$ cat src/rtl/core/bfpa_pkg.sv
// shared types and constants of the beacon frame parser
`default_nettype none

package bfpa_pkg;

    // parser states
    typedef enum logic [3:0] {
        ST_IDLE = 4'd0,
        ST_OPP0 = 4'd1,
        ST_OPP1 = 4'd2,
        ST_OPP2 = 4'd3,
        ST_OPP3 = 4'd4,
        ST_POS0 = 4'd5,
        ST_POS1 = 4'd6,
        ST_POS2 = 4'd7,
        ST_POS3 = 4'd8,
        ST_POS4 = 4'd9,
        ST_POS5 = 4'd10
    } parse_state_t;

    // command bytes
    localparam logic [7:0] CMD_OPP = 8'h00;
    localparam logic [7:0] CMD_POS = 8'h01;

    // request kinds
    localparam logic REQ_BYTE = 1'b0;
    localparam logic REQ_TICK = 1'b1;

    // configuration register indexes
    localparam int CFG_IDX_W = 2;
    localparam logic [CFG_IDX_W-1:0] CFG_OPP_AGE_LIMIT = 2'd0;
    localparam logic [CFG_IDX_W-1:0] CFG_POS_AGE_LIMIT = 2'd1;
    localparam logic [CFG_IDX_W-1:0] CFG_ANGLE_OFFSET  = 2'd2;
    localparam int CFG_DATA_W = 12;

    // configuration reset values
    localparam logic [7:0]  OPP_AGE_LIMIT_RST = 8'd50;
    localparam logic [7:0]  POS_AGE_LIMIT_RST = 8'd3;
    localparam logic [11:0] ANGLE_OFFSET_RST  = 12'd449;

    // age after reset, never below any limit
    localparam logic [7:0] AGE_ABSENT = 8'hFF;

    // angle wrap and divide by ten (x * 0xCCCD >> 19 is exact for 16-bit x)
    localparam logic [14:0] ANGLE_WRAP = 15'd3600;
    localparam logic [15:0] DEG_RECIP  = 16'hCCCD;
    localparam int          DEG_SHIFT  = 19;

    typedef struct packed {
        logic opp_done;
        logic pos_done;
    } parse_evt_t;

    typedef struct packed {
        logic [13:0] distance;
        logic [13:0] angle;
        logic [13:0] x;
        logic [13:0] y;
        logic [13:0] heading;
    } latch_t;

    typedef struct packed {
        logic        present;
        logic [13:0] distance;
        logic [14:0] angle_tenths;
        logic [10:0] angle_degrees;
    } opp_pub_t;

    typedef struct packed {
        logic        present;
        logic [13:0] x;
        logic [13:0] y;
        logic [13:0] angle;
    } pos_pub_t;

endpackage

`default_nettype wire

$ cat src/rtl/core/bfpa_if.sv
// request and result channel interfaces
`default_nettype none

interface bfpa_req_if;
    logic       valid;
    logic       ready;
    logic       req_type;
    logic [7:0] rx_byte;

    modport source (output valid, output req_type, output rx_byte, input ready);
    modport sink (input valid, input req_type, input rx_byte, output ready);
endinterface

interface bfpa_res_if;
    logic        valid;
    logic        ready;
    logic        opp_present;
    logic [13:0] opp_distance;
    logic [14:0] opp_angle_tenths;
    logic [10:0] opp_angle_degrees;
    logic        pos_present;
    logic [13:0] pos_x_out;
    logic [13:0] pos_y_out;
    logic [13:0] pos_angle_out;
    logic        opp_frame_done;
    logic        pos_frame_done;

    modport source (
        output valid, output opp_present, output opp_distance, output opp_angle_tenths,
        output opp_angle_degrees, output pos_present, output pos_x_out, output pos_y_out,
        output pos_angle_out, output opp_frame_done, output pos_frame_done,
        input ready
    );
    modport sink (
        input valid, input opp_present, input opp_distance, input opp_angle_tenths,
        input opp_angle_degrees, input pos_present, input pos_x_out, input pos_y_out,
        input pos_angle_out, input opp_frame_done, input pos_frame_done,
        output ready
    );
endinterface

`default_nettype wire

$ cat src/rtl/core/bfpa_parser.sv
// frame parser: command decode, 7-bit payload assembly and frame latches
`default_nettype none

module bfpa_parser (
    input  wire logic                clk,
    input  wire logic                rst_n,
    input  wire logic                byte_step,
    input  wire logic [7:0]          rx_byte,
    output bfpa_pkg::parse_evt_t     evt,
    output bfpa_pkg::latch_t         latch
);

    bfpa_pkg::parse_state_t state_reg, state_next;
    logic [13:0] acc_dist_reg, acc_dist_next;
    logic [6:0]  acc_angle_reg, acc_angle_next;
    logic [13:0] acc_x_reg, acc_x_next;
    logic [13:0] acc_y_reg, acc_y_next;
    logic [6:0]  acc_heading_reg, acc_heading_next;
    bfpa_pkg::latch_t latch_reg, latch_next;
    bfpa_pkg::parse_state_t state_eff;
    logic [6:0] pay;

    assign pay = rx_byte[6:0];

    always_comb
    begin
        // a byte with bit 7 clear aborts any frame and is read as a command
        state_eff        = rx_byte[7] ? state_reg : bfpa_pkg::ST_IDLE;
        state_next       = state_reg;
        acc_dist_next    = acc_dist_reg;
        acc_angle_next   = acc_angle_reg;
        acc_x_next       = acc_x_reg;
        acc_y_next       = acc_y_reg;
        acc_heading_next = acc_heading_reg;
        latch_next       = latch_reg;
        evt              = '0;
        unique case (state_eff)
            bfpa_pkg::ST_IDLE:
            begin
                if (rx_byte == bfpa_pkg::CMD_OPP)
                    state_next = bfpa_pkg::ST_OPP0;
                else if (rx_byte == bfpa_pkg::CMD_POS)
                    state_next = bfpa_pkg::ST_POS0;
                else
                    state_next = bfpa_pkg::ST_IDLE;
            end
            bfpa_pkg::ST_OPP0:
            begin
                acc_dist_next = {7'd0, pay};
                state_next    = bfpa_pkg::ST_OPP1;
            end
            bfpa_pkg::ST_OPP1:
            begin
                acc_dist_next = {pay, acc_dist_reg[6:0]};
                state_next    = bfpa_pkg::ST_OPP2;
            end
            bfpa_pkg::ST_OPP2:
            begin
                acc_angle_next = pay;
                state_next     = bfpa_pkg::ST_OPP3;
            end
            bfpa_pkg::ST_OPP3:
            begin
                latch_next.distance = acc_dist_reg;
                latch_next.angle    = {pay, acc_angle_reg};
                evt.opp_done        = byte_step;
                state_next          = bfpa_pkg::ST_IDLE;
            end
            bfpa_pkg::ST_POS0:
            begin
                acc_x_next = {7'd0, pay};
                state_next = bfpa_pkg::ST_POS1;
            end
            bfpa_pkg::ST_POS1:
            begin
                acc_x_next = {pay, acc_x_reg[6:0]};
                state_next = bfpa_pkg::ST_POS2;
            end
            bfpa_pkg::ST_POS2:
            begin
                acc_y_next = {7'd0, pay};
                state_next = bfpa_pkg::ST_POS3;
            end
            bfpa_pkg::ST_POS3:
            begin
                acc_y_next = {pay, acc_y_reg[6:0]};
                state_next = bfpa_pkg::ST_POS4;
            end
            bfpa_pkg::ST_POS4:
            begin
                acc_heading_next = pay;
                state_next       = bfpa_pkg::ST_POS5;
            end
            bfpa_pkg::ST_POS5:
            begin
                latch_next.x       = acc_x_reg;
                latch_next.y       = acc_y_reg;
                latch_next.heading = {pay, acc_heading_reg};
                evt.pos_done       = byte_step;
                state_next         = bfpa_pkg::ST_IDLE;
            end
            default:
            begin
                state_next = bfpa_pkg::ST_IDLE;
            end
        endcase
    end

    always_ff @(posedge clk or negedge rst_n)
    begin
        if (!rst_n)
        begin
            state_reg       <= bfpa_pkg::ST_IDLE;
            acc_dist_reg    <= '0;
            acc_angle_reg   <= '0;
            acc_x_reg       <= '0;
            acc_y_reg       <= '0;
            acc_heading_reg <= '0;
            latch_reg       <= '0;
        end
        else if (byte_step)
        begin
            state_reg       <= state_next;
            acc_dist_reg    <= acc_dist_next;
            acc_angle_reg   <= acc_angle_next;
            acc_x_reg       <= acc_x_next;
            acc_y_reg       <= acc_y_next;
            acc_heading_reg <= acc_heading_next;
            latch_reg       <= latch_next;
        end
    end

    assign latch = latch_reg;

endmodule

`default_nettype wire

$ cat src/rtl/core/bfpa_aging.sv
// age counters and published opponent and position values
`default_nettype none

module bfpa_aging (
    input  wire logic              clk,
    input  wire logic              rst_n,
    input  wire logic              tick_step,
    input  wire logic              byte_step,
    input  bfpa_pkg::parse_evt_t   evt,
    input  bfpa_pkg::latch_t       latch,
    input  wire logic [7:0]        opp_age_limit,
    input  wire logic [7:0]        pos_age_limit,
    input  wire logic [11:0]       angle_offset,
    output bfpa_pkg::opp_pub_t     opp_pub_next,
    output bfpa_pkg::pos_pub_t     pos_pub_next
);

    logic [7:0] opp_age_reg, opp_age_next;
    logic [7:0] pos_age_reg, pos_age_next;
    bfpa_pkg::opp_pub_t opp_pub_reg;
    bfpa_pkg::pos_pub_t pos_pub_reg;
    logic [14:0] angle_sum;
    logic [14:0] angle_wrapped;
    logic [30:0] deg_prod;
    logic        opp_live;
    logic        pos_live;

    assign angle_sum     = {1'b0, latch.angle} + {3'd0, angle_offset};
    assign angle_wrapped = (angle_sum > bfpa_pkg::ANGLE_WRAP) ?
                           (angle_sum - bfpa_pkg::ANGLE_WRAP) : angle_sum;
    assign deg_prod      = angle_wrapped * bfpa_pkg::DEG_RECIP;

    assign opp_live = opp_age_reg < opp_age_limit;
    assign pos_live = pos_age_reg < pos_age_limit;

    always_comb
    begin
        opp_age_next = opp_age_reg;
        pos_age_next = pos_age_reg;
        opp_pub_next = opp_pub_reg;
        pos_pub_next = pos_pub_reg;
        if (tick_step)
        begin
            if (opp_live)
            begin
                opp_age_next               = opp_age_reg + 8'd1;
                opp_pub_next.present       = 1'b1;
                opp_pub_next.distance      = latch.distance;
                opp_pub_next.angle_tenths  = angle_wrapped;
                opp_pub_next.angle_degrees = deg_prod[bfpa_pkg::DEG_SHIFT +: 11];
            end
            else
            begin
                // absent: only the flag drops, values stay
                opp_pub_next.present = 1'b0;
            end
            if (pos_live)
            begin
                pos_age_next       = pos_age_reg + 8'd1;
                pos_pub_next.present = 1'b1;
                pos_pub_next.x     = latch.x;
                pos_pub_next.y     = latch.y;
                pos_pub_next.angle = latch.heading;
            end
            else
            begin
                pos_pub_next.present = 1'b0;
            end
        end
        else if (byte_step)
        begin
            if (evt.opp_done)
                opp_age_next = '0;
            if (evt.pos_done)
                pos_age_next = '0;
        end
    end

    always_ff @(posedge clk or negedge rst_n)
    begin
        if (!rst_n)
        begin
            opp_age_reg <= bfpa_pkg::AGE_ABSENT;
            pos_age_reg <= bfpa_pkg::AGE_ABSENT;
            opp_pub_reg <= '0;
            pos_pub_reg <= '0;
        end
        else
        begin
            opp_age_reg <= opp_age_next;
            pos_age_reg <= pos_age_next;
            opp_pub_reg <= opp_pub_next;
            pos_pub_reg <= pos_pub_next;
        end
    end

endmodule

`default_nettype wire

$ cat src/rtl/core/beacon_frame_parser_with_aging.sv
// Beacon frame parser with aging, top level.
// req channel: one item is either a received link byte (req_type 0, rx_byte)
// or a periodic tick (req_type 1). Each item yields exactly one item on the
// res channel holding the published opponent and position values as they
// stand after that item, plus frame-done flags for the byte that closed a frame.
// An item sits in an input register, then the parse/age logic loads the result
// register, which drives res.valid. One item is taken every cycle while
// res.ready stays high. The longest path is the opponent angle add, wrap and
// divide by ten on a tick.
// If res.ready is low the result register holds and the input register fills;
// req.ready drops only when both are full.
// Config writes (cfg_we, cfg_index, cfg_data) take effect at the next clock
// edge and are expected only while no item is in flight.
// Reset (rst_n, async active low) idles the parser, sets both ages to absent,
// clears published values, and restores limits 50 and 3 and offset 449.
`default_nettype none

module beacon_frame_parser_with_aging (
    input  wire logic                                 clk,
    input  wire logic                                 rst_n,
    bfpa_req_if.sink                                  req,
    bfpa_res_if.source                                res,
    input  wire logic                                 cfg_we,
    input  wire logic [bfpa_pkg::CFG_IDX_W-1:0]       cfg_index,
    input  wire logic [bfpa_pkg::CFG_DATA_W-1:0]      cfg_data
);

    logic [7:0]  opp_age_limit_reg;
    logic [7:0]  pos_age_limit_reg;
    logic [11:0] angle_offset_reg;

    logic       in_valid_reg;
    logic       in_type_reg;
    logic [7:0] in_byte_reg;

    logic                  out_valid_reg;
    bfpa_pkg::opp_pub_t    out_opp_reg;
    bfpa_pkg::pos_pub_t    out_pos_reg;
    bfpa_pkg::parse_evt_t  out_evt_reg;

    logic                  step;
    logic                  tick_step;
    logic                  byte_step;
    bfpa_pkg::parse_evt_t  evt;
    bfpa_pkg::latch_t      latch;
    bfpa_pkg::opp_pub_t    opp_pub_next;
    bfpa_pkg::pos_pub_t    pos_pub_next;

    // configuration registers
    always_ff @(posedge clk or negedge rst_n)
    begin
        if (!rst_n)
        begin
            opp_age_limit_reg <= bfpa_pkg::OPP_AGE_LIMIT_RST;
            pos_age_limit_reg <= bfpa_pkg::POS_AGE_LIMIT_RST;
            angle_offset_reg  <= bfpa_pkg::ANGLE_OFFSET_RST;
        end
        else if (cfg_we)
        begin
            unique case (cfg_index)
                bfpa_pkg::CFG_OPP_AGE_LIMIT: opp_age_limit_reg <= cfg_data[7:0];
                bfpa_pkg::CFG_POS_AGE_LIMIT: pos_age_limit_reg <= cfg_data[7:0];
                bfpa_pkg::CFG_ANGLE_OFFSET:  angle_offset_reg  <= cfg_data;
                default:                     ;
            endcase
        end
    end

    // the item in the input register is processed when the result register frees up
    assign step      = in_valid_reg && (!out_valid_reg || res.ready);
    assign tick_step = step && (in_type_reg == bfpa_pkg::REQ_TICK);
    assign byte_step = step && (in_type_reg == bfpa_pkg::REQ_BYTE);
    assign req.ready = !in_valid_reg || step;

    always_ff @(posedge clk or negedge rst_n)
    begin
        if (!rst_n)
            in_valid_reg <= 1'b0;
        else if (req.ready)
            in_valid_reg <= req.valid;
    end

    always_ff @(posedge clk)
    begin
        if (req.ready && req.valid)
        begin
            in_type_reg <= req.req_type;
            in_byte_reg <= req.rx_byte;
        end
    end

    bfpa_parser u_parser (
        .clk       (clk),
        .rst_n     (rst_n),
        .byte_step (byte_step),
        .rx_byte   (in_byte_reg),
        .evt       (evt),
        .latch     (latch)
    );

    bfpa_aging u_aging (
        .clk           (clk),
        .rst_n         (rst_n),
        .tick_step     (tick_step),
        .byte_step     (byte_step),
        .evt           (evt),
        .latch         (latch),
        .opp_age_limit (opp_age_limit_reg),
        .pos_age_limit (pos_age_limit_reg),
        .angle_offset  (angle_offset_reg),
        .opp_pub_next  (opp_pub_next),
        .pos_pub_next  (pos_pub_next)
    );

    always_ff @(posedge clk or negedge rst_n)
    begin
        if (!rst_n)
            out_valid_reg <= 1'b0;
        else if (step)
            out_valid_reg <= 1'b1;
        else if (res.ready)
            out_valid_reg <= 1'b0;
    end

    always_ff @(posedge clk)
    begin
        if (step)
        begin
            out_opp_reg <= opp_pub_next;
            out_pos_reg <= pos_pub_next;
            out_evt_reg <= byte_step ? evt : '0;
        end
    end

    assign res.valid             = out_valid_reg;
    assign res.opp_present       = out_opp_reg.present;
    assign res.opp_distance      = out_opp_reg.distance;
    assign res.opp_angle_tenths  = out_opp_reg.angle_tenths;
    assign res.opp_angle_degrees = out_opp_reg.angle_degrees;
    assign res.pos_present       = out_pos_reg.present;
    assign res.pos_x_out         = out_pos_reg.x;
    assign res.pos_y_out         = out_pos_reg.y;
    assign res.pos_angle_out     = out_pos_reg.angle;
    assign res.opp_frame_done    = out_evt_reg.opp_done;
    assign res.pos_frame_done    = out_evt_reg.pos_done;

    // a tick never reports a finished frame
    a_tick_no_done: assert property (@(posedge clk) disable iff (!rst_n)
        tick_step |=> (!out_evt_reg.opp_done && !out_evt_reg.pos_done))
        else $error("frame done flagged on a tick");

    // one byte closes at most one frame
    a_one_done: assert property (@(posedge clk) disable iff (!rst_n)
        !(evt.opp_done && evt.pos_done))
        else $error("both frames done on one byte");

    // with the result register empty the input side is never stalled
    a_no_stall: assert property (@(posedge clk) disable iff (!rst_n)
        !out_valid_reg |-> req.ready)
        else $error("input stalled with empty result register");

    // a finished opponent frame restarts aging
    a_opp_fresh: assert property (@(posedge clk) disable iff (!rst_n)
        (byte_step && evt.opp_done) |=> (u_aging.opp_age_reg == 8'd0))
        else $error("opponent age not restarted");

endmodule

`default_nettype wire

$ cat src/flat_wrapper.sv
// flat-port wrapper written by rule: the top's interface ports become plain ports
module beacon_frame_parser_with_aging_flat 
  (clk, rst_n, cfg_we, cfg_index, cfg_data, req_valid, req_req_type, req_rx_byte, req_ready, res_valid, res_opp_present, res_opp_distance, res_opp_angle_tenths, res_opp_angle_degrees, res_pos_present, res_pos_x_out, res_pos_y_out, res_pos_angle_out, res_opp_frame_done, res_pos_frame_done, res_ready);
  bfpa_req_if req_i ();
  bfpa_res_if res_i ();
  input  wire logic clk;
  input  wire logic rst_n;
  input  wire logic cfg_we;
  input  wire logic [bfpa_pkg::CFG_IDX_W-1:0] cfg_index;
  input  wire logic [bfpa_pkg::CFG_DATA_W-1:0] cfg_data;
  input wire logic [$bits(req_i.valid)-1:0] req_valid;
  input wire logic [$bits(req_i.req_type)-1:0] req_req_type;
  input wire logic [$bits(req_i.rx_byte)-1:0] req_rx_byte;
  output wire logic [$bits(req_i.ready)-1:0] req_ready;
  output wire logic [$bits(res_i.valid)-1:0] res_valid;
  output wire logic [$bits(res_i.opp_present)-1:0] res_opp_present;
  output wire logic [$bits(res_i.opp_distance)-1:0] res_opp_distance;
  output wire logic [$bits(res_i.opp_angle_tenths)-1:0] res_opp_angle_tenths;
  output wire logic [$bits(res_i.opp_angle_degrees)-1:0] res_opp_angle_degrees;
  output wire logic [$bits(res_i.pos_present)-1:0] res_pos_present;
  output wire logic [$bits(res_i.pos_x_out)-1:0] res_pos_x_out;
  output wire logic [$bits(res_i.pos_y_out)-1:0] res_pos_y_out;
  output wire logic [$bits(res_i.pos_angle_out)-1:0] res_pos_angle_out;
  output wire logic [$bits(res_i.opp_frame_done)-1:0] res_opp_frame_done;
  output wire logic [$bits(res_i.pos_frame_done)-1:0] res_pos_frame_done;
  input wire logic [$bits(res_i.ready)-1:0] res_ready;
  assign req_i.valid = req_valid;
  assign req_i.req_type = req_req_type;
  assign req_i.rx_byte = req_rx_byte;
  assign req_ready = req_i.ready;
  assign res_valid = res_i.valid;
  assign res_opp_present = res_i.opp_present;
  assign res_opp_distance = res_i.opp_distance;
  assign res_opp_angle_tenths = res_i.opp_angle_tenths;
  assign res_opp_angle_degrees = res_i.opp_angle_degrees;
  assign res_pos_present = res_i.pos_present;
  assign res_pos_x_out = res_i.pos_x_out;
  assign res_pos_y_out = res_i.pos_y_out;
  assign res_pos_angle_out = res_i.pos_angle_out;
  assign res_opp_frame_done = res_i.opp_frame_done;
  assign res_pos_frame_done = res_i.pos_frame_done;
  assign res_i.ready = res_ready;
  beacon_frame_parser_with_aging u_core (.clk(clk), .rst_n(rst_n), .req(req_i), .res(res_i), .cfg_we(cfg_we), .cfg_index(cfg_index), .cfg_data(cfg_data));
endmodule
$ cat config.mk
export PLATFORM = sky130hd
export DESIGN_NAME = beacon_frame_parser_with_aging_flat
export DESIGN_NICKNAME = d
export VERILOG_FILES = /design/src/rtl/core/bfpa_pkg.sv /design/src/rtl/core/bfpa_if.sv /design/src/rtl/core/bfpa_parser.sv /design/src/rtl/core/bfpa_aging.sv /design/src/rtl/core/beacon_frame_parser_with_aging.sv /design/src/flat_wrapper.sv
export SDC_FILE = /design/constraint.sdc
export NUM_CORES = 1
export LEC_CHECK = 0
export BUFFER_PORTS_ARGS = -buffer_cell sky130_fd_sc_hd__buf_2
export CAP_MARGIN = 10
export CELL_PAD_IN_SITES_DETAIL_PLACEMENT = 1
export CELL_PAD_IN_SITES_GLOBAL_PLACEMENT = 2
export CORE_MARGIN = 2
export CORE_UTILIZATION = 40
export DETAILED_ROUTE_END_ITERATION = 6
export PLACE_DENSITY_LB_ADDON = 0.25
export SETUP_SLACK_MARGIN = 0.1
export SLEW_MARGIN = 40
export SYNTH_ARGS = -nofsm -noshare
export SYNTH_HDL_FRONTEND = slang
export SYNTH_SLANG_ARGS = --single-unit
export TNS_END_PERCENT = 5
$ cat constraint.sdc
create_clock -name clk -period 10.25 [get_ports clk]
set_input_delay 0 -clock clk [delete_from_list [all_inputs] [get_ports clk]]
set_output_delay 0 -clock clk [all_outputs]
set_load 0.1 [all_outputs]
# After elaboration in Yosys (flattened, before gate mapping)

Index checks and enable logic that the tools add are counted.

Register bits after elaboration: 355
Bits of input ports: 28
Output and inout port bits: 88
Logic and storage cells: 127

Add/subtract/negate cells: 4
$mul: 1
Order comparisons: 3
Eq/ne operators: 15
Mux-type cells: 26
Bitwise logic cells: 4
Reductions and logical operators: 33

Operators with widths:

| cell                   | number |
|---|---|
| $pmux 14 s2            | 3 |
| $mux 8                 | 8 |
| $mux 43                | 1 |
| $mux 42                | 1 |
| $mux 41                | 1 |
| $mux 40                | 1 |
| $pmux 4 s9             | 1 |
| $mul 15x16->30 const B | 1 |
| $reduce_and 2->1       | 10 |
| $add 8x1->8 const B    | 2 |
| $eq 4x3->1 const B     | 4 |
| $lt 8x8->1             | 2 |
| $add 14x12->15         | 1 |
| $gt 15x12->1 const B   | 1 |
| $mux 15                | 1 |
| $reduce_and 3->1       | 5 |
| $sub 15x12->15 const B | 1 |
| $reduce_bool 2->1      | 7 |
| $eq 4x4->1 const B     | 3 |
| $eq 4x2->1 const B     | 2 |
| $eq 8x1->1 const B     | 1 |
| $logic_not 8->1        | 1 |
| $mux 1                 | 6 |
| $mux 3                 | 2 |
| 11 further kinds       | 20 |

# Depth between registers and ports, before layout

Word-level depth: 8
Mapped depth: 36
Depth with buffers taken out: 35

# Cells and area by module

Synthesis repeated with hierarchy kept, for this count alone.

Cells, all modules: 1,353
Area total of the unflattened synthesis: 18,087.3 um2

By module, submodules not included:

| module                         | instances | cells an instance | area an instance (um2) | sequential area each (um2) |
|---|---|---|---|---|
| bfpa_aging                     | 1         | 841               | 8,789.7                | 2,522.4 |
| bfpa_parser                    | 1         | 345               | 5,248.8                | 3,253.1 |
| beacon_frame_parser_with_aging | 1         | 167               | 4,048.9                | 3,614.7 |

# Least setup slack after synthesis

OpenSTA, ideal clock, no wires.

Path type: reg-to-reg
From: register u_core.u_parser.latch_reg, in the netlist u_core.u_parser.latch[42]
To: register u_core.out_opp_reg, in the netlist u_core.res.opp_angle_degrees[10], data pin
Setup time: 0.156 ns
Arrival time: 8.205 ns
Data required time: 10.094 ns
Slack: 1.889 ns
Cell stages (with the launch flop): 33
Buffers on the path: 1
Period minus slack after synthesis: 8.361 ns
Cell sequence: dfrtp_1 -> ha_1 -> fa_1 -> a21o_1 -> a22oi_2 -> a21oi_2 -> a221oi_4 -> mux2_2 -> o211ai_1 -> buf_6 -> nand2_1 -> xor2_1 -> inv_1 -> ha_1 -> inv_1 -> fa_1 -> inv_1 -> fa_1 -> inv_1 -> fa_1 -> inv_1 -> fa_1 -> fa_1 -> ha_1 -> a21oi_1 -> o211a_1 -> o21ai_0 -> or3_1 -> o21a_1 -> o41ai_1 -> xnor2_1 -> or4b_1 -> o211ai_2

RTL lines:

| element                  | RTL line                              | source |
|---|---|---|
| start: declaration       | bfpa_parser.sv:19                     | `bfpa_pkg::latch_t latch_reg, latch_next;` |
| start signal: assignment | bfpa_parser.sv:129                    | `latch_reg <= latch_next;` |
| end signal: assignment   | beacon_frame_parser_with_aging.sv:129 | `out_opp_reg <= opp_pub_next;` |
| end: declaration         | beacon_frame_parser_with_aging.sv:37  | `bfpa_pkg::opp_pub_t out_opp_reg;` |

==> flow_summary.yaml <==
status:
  status: "finished clean"
yosys:
  yosysWarnings: 0
  synth_cell_types: 67
  netlist_area_mm2: 0.0180
  synth_area_leader_cell: "dfrtp_1"
  synth_area_leaders: "dfrtp_1, edfxtp_1, nand2_1"
  synth_top_area_share_pct: 32.7
  synth_nets: 1928
  synth.yosys.seq_area_share_pct: 52.2
  ys.flop_type: "dfrtp_1"
  synth_most_common_cell: "nand2_1"
  synth_common_cells: "nand2_1, dfrtp_1, inv_1"
  postSynthAreaPerCell_um2: 10.6
  synth-edff-count: 95
  async_reset_ff_share_pct: 73.2
  yosys_register_bits: 355
  synthCells: 1704
placed_design:
  post-dp-hpwl_um: 31200
  portBuffers: 115
  place.gp.congestion: 0.871
  dpl.cell_count: 2360
  placed_cell_area_mm2: 0.0193
final_layout:
  fin_nets: 2075
  fin_area_mm2: 0.0210
  fillers: 4908
  regArea_mm2: 0.00939
  fin_cells: 2475
  multi_input_comb_area_mm2: 0.00786
  drive_above_1_share_pct: 15.1
  antennaDiodeCount: 0
  area_delta_synth_final_pct: 16.9
  largest_register_ffs: 70
worst_setup_path:
  critPathMaxStageDelay_ns: 0.53
  worst_setup_path_end_kind: "flip-flop"
  slowest_stage: "fa_1"
  path_buf_inv: 5
  crit_top_cell: "fa_1"
  critPathArrivalTime_ns: 9.71
  cp.required_ns: 10.66
  crit_family: "adder cells"
  critPathMaxFanout: 7
  critPathLaunchType: "flip-flop"
  path_class: "reg -> reg"
cts:
  cts.clk_slew.worst_paths_ns: 0.06
  postCtsSetupBuffers: 0
  numCtsBuffers: 40
  root_buffer: "clkbuf_16"
  tritoncts: "built"
  clock_sinks: 355
  htreeDepth: 2
  clock_tree.buffer_depth: 3
  clk_latency_ns: 0.59
drt:
  dr.pass1.iters: 4
  totalWireLength_um: 45300
  num_vias: 12258
  drt_iter0_drc: 436
  ant_nets: 0
  drc_errors: 0
  wl_per_cell_um: 18.3
  viasPerCell: 4.95
timing:
  slew_violations: 0
  timing.fmax_ghz: 0.108
  skew_ns: 0.0438
  post-route-period-util_pct: 90.7
  whs_ns: 0.0809
  worst_pin_slew_ns: 0.797
  slew_headroom_pct: 46.7
  timing.setup.tns_ns: 0
  rsz0062_at_grt: "no"
  finalCriticalPeriod_ns: 9.29
  finalHoldViolations: 0
  finalSetupViolCount: 0
hold_path:
  hold_class: "in -> reg"
global_route:
  gr-usage-met3_pct: 3.79
  busiest_layer: "met2"
  grt_max_degree: 98
  grt_pass1_vias: 13468
  grt_overflow: 0
  grt_first_pass_wirelength_um: 73800
  use_met2_pct: 35.5
  antenna_found_initial: 0
  met1_usage_pct: 25.2
  grt_usage_pct: 20.0
floorplan:
  start_util_pct: 40.6
  ios: 116
  die_area_mm2: 0.0467
  core_area_mm2: 0.0443
  die_x_um: 216
  die_h_um: 216
  rows: 77
flow_run:
  maxCapViolations: 0
## cells by family (layout without fill, tap and decap cells)
| kind of cell | Yosys count | in the layout | synth area share, % |
|---|---|---|---|
| XOR/XNOR | 46 | 46 | 2.32 |
| adder cells (fa/ha/maj) | 196 | 196 | 16.1 |
| multiplexers | 45 | 45 | 2.79 |
| AO/OA/AOI/OAI | 169 | 169 | 6.28 |
| flip-flops | 355 | 355 | 52.2 |
| buffers and inverters | 205 | 384 | 4.33 |
| AND/OR/NAND/NOR | 688 | 688 | 15.9 |
## layout make-up
class / instances / area share (%)
clock inverters: 20 / 1.09
repair buffers: 170 / 5.59
inverters: 140 / 2.51
flip-flops and latches: 355 / 44.7
well taps: 592 / 3.52
clock buffers: 54 / 5.21
multi-input cells: 1144 / 37.4
## final timing paths
kind | start | endpoint | slack (ns) | depth (start not counted)
worst max register to register | u_core.u_parser.latch[42]$_DFFE_PN0P_ | u_core.res.opp_angle_degrees[10]$_DFFE_PP_ | 0.96 | 31
max in group asynchronous | rst_n | u_core.u_aging.opp_age_reg[4]$_DFFE_PN1P_ | 8.20 | 6
worst min-delay path | cfg_we | u_core.opp_age_limit_reg[6]$_DFFE_PN0P_ | 0.08 | 5
min in group asynchronous | rst_n | u_core.res.valid$_DFFE_PN0P_ | 0.41 | 3
worst min register to register | u_core.u_parser.acc_angle_reg[6]$_DFFE_PN0P_ | u_core.u_parser.latch[48]$_DFFE_PN0P_ | 0.46 | 2
worst max-delay path | u_core.u_parser.latch[42]$_DFFE_PN0P_ | u_core.res.opp_angle_degrees[10]$_DFFE_PP_ | 0.96 | 31
## worst reg2reg max path: cells and delay by family (launching register included)
kind / cells / cell delay (ns)
xor gates and xnor gates: 3 / 0.82
adders and majority gates: 9 / 3.81
DFF: 1 / 0.38
buffers and inverters: 5 / 0.49
AOI/OAI and AO/OA: 10 / 2.46
and+or+nand+nor: 4 / 1.19
## placed cells by master (no fill, tap or decap), types with 9 or more instances in the layout
cell,count
or3_1,9
a21o_1,17
fa_1,60
o21ai_0,66
inv_1,138
ha_1,136
dlygate4sd3_1,38
xnor2_1,25
xor2_1,19
nand3_1,37
clkbuf_16,41
buf_4,10
nand2_1,529
mux2_2,41
dfrtp_1,235
buf_2,115
clkbuf_1,11
nor3_1,13
and3_1,9
nor2_1,35
edfxtp_1,95
nand2b_1,10
dfstp_2,25
a21oi_1,27
## what timing repair did
| item | CTS | global route |
|---|---|---|
| setup endpoints to repair | 0 | 0 |
| resized for setup | 0 | 0 |
| endpoints found under the hold margin | 133 | 30 |
| hold buffers | 37 | 1 |
## metrics by stage
step | setup slack, ns | utilization, %
finish | 0.958 | 47.4
detailed placement | 0.759 | 43.5
global route | 0.439 | 47.4
floorplan | 1.89 | -
CTS | 0.785 | 47.3
global placement | 1.06 | 43.3
## per-layer routing
metal | up-vias | part of all wire [%]
met3 | 59 | 3.2
met2 | 145 | 51
met1 | 6142 | 43
met5 | - | 0
met4 | 0 | 2.0
li1 | 5912 | -
Power is not shown: default switching activity piles up to over one toggle a cycle in this logic, so the estimate is an artifact.
